<file path="src/rtl/assert_macros.svh">
// Assertion macros shared by the RTL files.
// No dependencies; the empty forms stand in when SYNTHESIS is defined.
`ifndef ASSERT_MACROS_SVH
`define ASSERT_MACROS_SVH

`ifndef SYNTHESIS

// Check that a condition implies another in the same cycle.
`define ASSERT_IMPLIES(label, clk, rst_n, ante, cons) \
    label: assert property (@(posedge clk) disable iff (!rst_n) (ante) |-> (cons)) \
        else $error("assertion failed: same-cycle implication");

// Check that a condition implies another in the next cycle.
`define ASSERT_NEXT(label, clk, rst_n, ante, cons) \
    label: assert property (@(posedge clk) disable iff (!rst_n) (ante) |=> (cons)) \
        else $error("assertion failed: next-cycle implication");

`else

`define ASSERT_IMPLIES(label, clk, rst_n, ante, cons)
`define ASSERT_NEXT(label, clk, rst_n, ante, cons)

`endif

`endif

</file>
<file path="src/rtl/pth_pkg.sv">
// Package for the pixel-to-hex-cell block: widths, constants, payload types.
// No dependencies; every RTL module of the block imports it.
package pth_pkg;

    // Fixed-point precision of the fractional axial coordinates.
    localparam int FRAC_BITS = 16;

    localparam int PIX_W   = 16;
    localparam int OUT_W   = 16;
    localparam int RECIP_W = 16;
    localparam logic [RECIP_W-1:0] RECIP_RESET = 16'd1928;

    // Scaled pixel: 16-bit signed times 0.16 unsigned, exact in Q.16.
    localparam int SCALE_W = 32;

    // Q.30 constants, held as positive signed values.
    localparam int K_FRAC = 30;
    localparam int K_W    = 31;
    localparam logic signed [K_W-1:0] K_TWO_THIRDS  = 31'sd715827883;
    localparam logic signed [K_W-1:0] K_ONE_THIRD   = 31'sd357913941;
    localparam logic signed [K_W-1:0] K_ROOT3_THIRD = 31'sd619925131;

    localparam int PROD_W    = SCALE_W + K_W - 1;
    localparam int DIFF_W    = PROD_W + 1;
    localparam int PROD_FRAC = RECIP_W + K_FRAC;
    localparam int RED_SHIFT = PROD_FRAC - FRAC_BITS;
    localparam logic signed [DIFF_W-1:0] RED_HALF =
        {{(DIFF_W-1){1'b0}}, 1'b1} << (RED_SHIFT - 1);

    // Rounded cube coordinates and fractional values.
    localparam int INT_W = 18;
    localparam int FW    = FRAC_BITS + INT_W - 1;
    localparam int EW    = FW + 1;
    localparam logic [FW-1:0] RND_HALF = FW'(1) << (FRAC_BITS - 1);

    // Offset row before saturation.
    localparam int ROW_W = INT_W + 1;
    localparam logic signed [ROW_W-1:0] SAT_HI = ROW_W'((1 << (OUT_W - 1)) - 1);
    localparam logic signed [ROW_W-1:0] SAT_LO = -SAT_HI - 1;

    // Configuration port.
    localparam int ADDR_W    = 3;
    localparam int APB_DW    = 32;
    localparam int REG_IDX_W = ADDR_W - 2;
    localparam logic [REG_IDX_W-1:0] REG_SIZE_RECIP = '0;

    typedef struct packed {
        logic signed [PIX_W-1:0] pixel_x;
        logic signed [PIX_W-1:0] pixel_y;
    } pixel_t;

    typedef struct packed {
        logic signed [OUT_W-1:0] axial_q;
        logic signed [OUT_W-1:0] axial_r;
        logic signed [OUT_W-1:0] offset_col;
        logic signed [OUT_W-1:0] offset_row;
    } hex_t;

    typedef struct packed {
        logic signed [PROD_W-1:0] pq;
        logic signed [PROD_W-1:0] pa;
        logic signed [PROD_W-1:0] pb;
    } prod_t;

    typedef struct packed {
        logic signed [FW-1:0] fq;
        logic signed [FW-1:0] fr;
        logic signed [FW-1:0] fs;
    } frac_t;

    typedef struct packed {
        logic signed [INT_W-1:0] q;
        logic signed [INT_W-1:0] r;
        logic signed [INT_W-1:0] s;
        logic [FRAC_BITS-1:0]    dq;
        logic [FRAC_BITS-1:0]    dr;
        logic [FRAC_BITS-1:0]    ds;
    } cube_t;

endpackage

</file>
<file path="src/rtl/pth_round.sv">
// Two stages: round q, r, s away from zero, then take the rounding errors.
// Depends on pth_pkg.
module pth_round (
    input  logic           aclk,
    input  logic           aresetn,
    input  logic           in_valid,
    output logic           in_ready,
    input  pth_pkg::frac_t in_data,
    output logic           out_valid,
    input  logic           out_ready,
    output pth_pkg::cube_t out_data
);
    import pth_pkg::*;

    logic                    e_valid_reg;
    logic                    f_valid_reg;
    logic signed [INT_W-1:0] q_reg;
    logic signed [INT_W-1:0] r_reg;
    logic signed [INT_W-1:0] s_reg;
    frac_t                   frac_reg;
    cube_t                   cube_reg;

    logic                    e_ready;
    logic                    f_ready;
    cube_t                   cube_next;

    function automatic logic signed [INT_W-1:0] round_away(input logic signed [FW-1:0] v);
        logic [FW-1:0] mag;
        logic [FW-1:0] n;
        mag = v[FW-1] ? -v : v;
        n   = (mag + RND_HALF) >> FRAC_BITS;
        return v[FW-1] ? -$signed(INT_W'(n)) : $signed(INT_W'(n));
    endfunction

    function automatic logic [FRAC_BITS-1:0] round_err(input logic signed [INT_W-1:0] n,
                                                       input logic signed [FW-1:0] v);
        logic signed [EW-1:0] d;
        d = (EW'(n) <<< FRAC_BITS) - EW'(v);
        return d[EW-1] ? FRAC_BITS'(-d) : FRAC_BITS'(d);
    endfunction

    assign f_ready  = !f_valid_reg || out_ready;
    assign e_ready  = !e_valid_reg || f_ready;
    assign in_ready = e_ready;

    always_comb begin
        cube_next.q  = q_reg;
        cube_next.r  = r_reg;
        cube_next.s  = s_reg;
        cube_next.dq = round_err(q_reg, frac_reg.fq);
        cube_next.dr = round_err(r_reg, frac_reg.fr);
        cube_next.ds = round_err(s_reg, frac_reg.fs);
    end

    always_ff @(posedge aclk) begin
        if (!aresetn) begin
            e_valid_reg <= 1'b0;
            f_valid_reg <= 1'b0;
        end else begin
            if (e_ready) begin
                e_valid_reg <= in_valid;
            end
            if (f_ready) begin
                f_valid_reg <= e_valid_reg;
            end
        end
    end

    always_ff @(posedge aclk) begin
        if (e_ready && in_valid) begin
            q_reg    <= round_away(in_data.fq);
            r_reg    <= round_away(in_data.fr);
            s_reg    <= round_away(in_data.fs);
            frac_reg <= in_data;
        end
        if (f_ready && e_valid_reg) begin
            cube_reg <= cube_next;
        end
    end

    assign out_valid = f_valid_reg;
    assign out_data  = cube_reg;

endmodule

</file>
<file path="config.mk">
export PLATFORM = sky130hd
export DESIGN_NAME = pth_round
export DESIGN_NICKNAME = d
export VERILOG_FILES = /design/src/rtl/assert_macros.svh /design/src/rtl/pth_pkg.sv /design/src/rtl/pth_round.sv
export SDC_FILE = /design/constraint.sdc
export NUM_CORES = 1
export LEC_CHECK = 0
export BUFFER_PORTS_ARGS = -buffer_cell sky130_fd_sc_hd__buf_2
export CAP_MARGIN = 0
export CORE_MARGIN = 4
export CORE_UTILIZATION = 59
export DETAILED_ROUTE_END_ITERATION = 10
export PLACE_DENSITY_LB_ADDON = 0.2
export SETUP_SLACK_MARGIN = 0.05
export SLEW_MARGIN = 5
export SYNTH_ARGS = -nofsm -noshare
export SYNTH_HDL_FRONTEND = slang
export SYNTH_SLANG_ARGS = --single-unit
export TNS_END_PERCENT = 1
</file>
<file path="constraint.sdc">
create_clock -name aclk -period 6.4 [get_ports aclk]
set_input_delay 0.32 -clock aclk [delete_from_list [all_inputs] [get_ports aclk]]
set_output_delay 0.32 -clock aclk [all_outputs]
set_load 0.01 [all_outputs]
</file>
# Word level (Yosys, flattened, before mapping)
# Index checks and enable logic that the tools add are counted.
# W data, S select, Z words.
# totals
out_inout_bits	104
input_bits	103
register_bits	257
# classes
reduce_logical	6
mux	9
n_addsub	15
# op_table
op	n
$sub A34 B33 Y34	3
$add A33 B16 Y33 const B	3
$mux W33	3
$neg A33 Y33	3
$neg A17 Y18	3
$mux W17	3
$mux W16	3
$neg A16 Y16	3
$logic_and A1 B1 Y1	2
$logic_not A1 Y1	2
$logic_or A1 B1 Y1	2

# Depth between registers and ports, before layout
# logic_depth
word_depth	5
ltp_mapped	18

# Worst setup path before layout
# OpenSTA, ideal clock, no wires.
# synth_timing
path_type	flip-flop to flip-flop
from	register f_valid_reg, in the netlist out_valid
to	register cube_reg, in the netlist out_data[0] (enable)
synth_period_minus_slack_ns	5.598
arrival_time_ns	5.022
path_slack_ns	0.802
path_stages_with_launch	3
setup_ns	0.576
path_cell_list	dfxtp_1 > nor2b_1 > nor2b_1
# synth_via
elab_chain_len	3
# synth_rtl
element	line	rtl
from (decl)	pth_round.sv:16	logic f_valid_reg;
from (signal assigned)	pth_round.sv:64	f_valid_reg <= e_valid_reg;
$logic_not A1 Y1	pth_round.sv:42	assign f_ready = !f_valid_reg || out_ready;
$logic_or A1 B1 Y1	pth_round.sv:42	
$logic_and A1 B1 Y1	pth_round.sv:76	if (f_ready && e_valid_reg) begin
to (signal assigned)	pth_round.sv:77	cube_reg <= cube_next;
to (decl)	pth_round.sv:21	cube_t cube_reg;
# No other way between the ends.
# A chain may end at the register's enable or synchronous reset.

# Worst setup path in the final report
# layout_timing
from	input in_data[47] (netlist bit)
to	register r_reg[16] (data pin)
# layout_via
elab_chain_len	5
# layout_rtl
element	line	rtl
from (decl)	pth_round.sv:8	input pth_pkg::frac_t in_data,
$neg A33 Y33	pth_round.sv:30	mag = v[FW-1] ? -v : v;
$mux W33 (*)	pth_round.sv:30	
$add A33 B16 Y33 (*)	pth_round.sv:31	n = (mag + RND_HALF) >> FRAC_BITS;
$neg A17 Y18	pth_round.sv:32	return v[FW-1] ? -$signed(INT_W'(n)) : $signed(INT_W'(n));
$mux W17 (*)	pth_round.sv:32	
to (signal assigned)	pth_round.sv:72	r_reg <= round_away(in_data.fr);
to (decl)	pth_round.sv:18	logic signed [INT_W-1:0] r_reg;
# Every way passes the cells marked *; elsewhere a longest branch is shown, timed or not.

==> results.ini <==
[status]
status=finished, final reports clean

[clock_tree]
hold_buffers=30
cts.sinks=257
cts_max_level=1
clock-root-buffer=clkbuf_16
clkTransAtPathRegs_ns=0.06
clk_latency_ns=0.53
cts-buffers-inserted=26
cts_resized=0
postCtsSetupRepairBufs=0
cts_tree=done
clockBufferDepth=3

[yosys]
synthMuxAreaShare_pct=0.8448
synth-xor-area-share_pct=11.94
synth-simple-area-share_pct=17.35
synth_fp_nets=1662
yosysSeqAreaShare_pct=48.57
synth_cell_type_count=99
synth_compound_area_share_pct=12.88
synth_edf_count=255
synth.top_cell.area_share_pct=48.32
syn-cell-area_um2=15850
synth_fa_ha_area_share_pct=4.737
async_flop_share_pct=0
ys.warnings.count=0
netlist_instances=1499
ys_ff_latch=257
synth_largest_area_cell=edfxtp_1
synthTopCellsByArea=edfxtp_1, xnor2_1, ha_1
synth_top_family_by_area=simple AND/OR/NAND/NOR gates
synthFlopType=edfxtp_1
syn_area_per_cell_um2=10.57

[final_layout]
area_growth_pct=15.00
drive_gt1_share_pct=17.23
largest_reg_flops=102
layout_commonest_cell=edfxtp_1
nets=1875
design_area_um2=18220
layout_common_cells=edfxtp_1, buf_2, xnor2_1, nor2_1, nand2_1

[global_routing]
antenna_found_initial=1
grt_max_degree=82
grt_use_total_pct=23.69
grt_pass1_vias=11731
grt_first_pass_wirelength_um=57620
grt-ovfl-total=0

[sta]
setup_viol=0
fin_tns_setup_ns=0
drv_slew=0
hold_violations=0
clock_skew_ns=0.01048
worst_pin_slew_ns=1.265
max_freq_mhz=205.3
relSlewSlack_pct=15.03
fin_crit_ns=4.870
period_share_pct=76.09
rsz0062_at_grt=no

[placed_design]
dpl.hpwl_um=26210
place_congestion=0.8970
place_area_um2=17110
portBuffers=206

[critical_path]
cp.required_ns=6.66
path_cells=dlygate4sd3_1 -> buf_2 -> nor4_1 -> nand4_1 -> o21ai_0 -> xnor2_1 -> ha_1 -> nand4b_1 -> nor3_1 -> or3_1 -> nand3_1 -> or3_1 -> nor2_1 -> xor2_1 -> a21oi_1 -> nor2_2 -> xor2_1
crit_buf_inv=2
criticalPathCategory=in -> reg
cp.arrival_ns=5.13
end_kind=flip-flop
start_kind=primary input
crit_path_top_delay_cell=nand4_1
cp_slowest_stage_delay_ns=0.66
path_delay_family=simple AND/OR/NAND/NOR gates
cp_max_fo=15

[routing]
viasPerCell=5.881
wl_per_cell_um=17.43
first_pass_iters=6
ant_nets=0
drt_iter0_markers=858
routed_wl_um=36020
vias=12151
drcViolationCount=0

[min_path]
hold_class=in -> reg

[die]
dieArea_um2=29540
start_util_pct=60.47
fp.dieW_um=171.9
core_area_um2=26210
rows=59
die_h_um=171.9
ioPinCount=207

[pwr]
finalPower_w=0.004308
ir_drop_v=0.0002251
cellPowerDensity_nw_per_um2=236.4
power.leakage_nw=6.913

[flow_run]
drv_cap=0

[cell usage after synthesis (4+ instances only)]
cell / count
inv_1: 89
a221oi_1: 5
a311oi_1: 5
nand2_1: 104
nand3b_1: 9
mux2i_1: 10
and4_1: 9
nor3b_1: 5
clkbuf_1: 50
xnor2_1: 137
edfxtp_1: 255
nor2b_1: 23
ha_1: 60
a21boi_0: 5
and2_1: 16
a41o_1: 4
nand3_1: 37
o21ai_0: 59
a211oi_1: 4
or2_2: 9
buf_1: 4
a21oi_1: 63
a21o_1: 26
a31oi_1: 16
nor3_1: 40
or4_1: 8
o31ai_1: 23
o211ai_1: 10
o21a_1: 4
nor4_2: 8
nand4_1: 20
nand2b_1: 24
or3_1: 26
a22oi_1: 5
and3_1: 12
nand4b_1: 4
o21ai_1: 6
nor2_1: 110
xor2_1: 74
buf_2: 4
nor4_1: 24
[power by group]
group          internal, W  leakage [nW]  switching [W]
sequential         0.00204          2.46      0.0000676
clock             0.000792         0.390       0.000602
combinational     0.000339          4.06       0.000466
[final timing paths]
kind | depth (start not counted) | slack [ns] | endpoint | from
worst min-delay path | 1 | 0.02 | frac_reg[74]$_DFFE_PP_ | in_data[74]
worst min register to register | 0 | 0.45 | out_data[75]$_DFFE_PP_ | r_reg[9]$_DFFE_PP_
worst max register to register | 10 | 2.09 | out_data[29]$_DFFE_PP_ | frac_reg[33]$_DFFE_PP_
worst max-delay path | 17 | 1.53 | r_reg[16]$_DFFE_PP_ | in_data[47]
[layer usage]
metal | vias to the layer above | global-route usage [%] | routed length [um]
met4 | 0 | 8.031 | 1199
met1 | 5681 | 31.28 | 15080
met5 | - | 0 | 0
met3 | 81 | 2.652 | 2221
li1 | 5955 | - | -
met2 | 434 | 40.99 | 17520
[logic make-up after synthesis]
| logic type | Yosys count |
|---|---|
| simple gates | 508 |
| fa+ha+maj | 60 |
| flops | 257 |
| xor+xnor | 213 |
| mux | 13 |
| compound gates | 296 |
| buf+inv | 152 |
[metrics by stage]
| step | hold slack, ns | cells | setup WS [ns] | util, % |
|---|---|---|---|---|
| floorplan | 0.4189 | 1499 | 0.8021 | - |
| global placement | 0.4330 | 1986 | 1.816 | 65.29 |
| detailed placement | 0.4413 | 1986 | 1.637 | 65.29 |
| CTS | 0.000007633 | 2062 | 1.635 | 69.42 |
| global route | 0.001971 | 2066 | 1.116 | 69.54 |
| finish | 0.02125 | 2066 | 1.530 | 69.54 |
[cell type report]
class	count	area, um2
fillers	1885	7983
well taps	335	419.2
diodes	1	2.502
clock buffers	36	729.5
repair buffers	244	1399
inverters	93	349.1
clock inverters	10	51.30
multi-input cells	1090	7576
flip-flops and latches	257	7697
No activity file was read; power rests on OpenSTA's default activity.
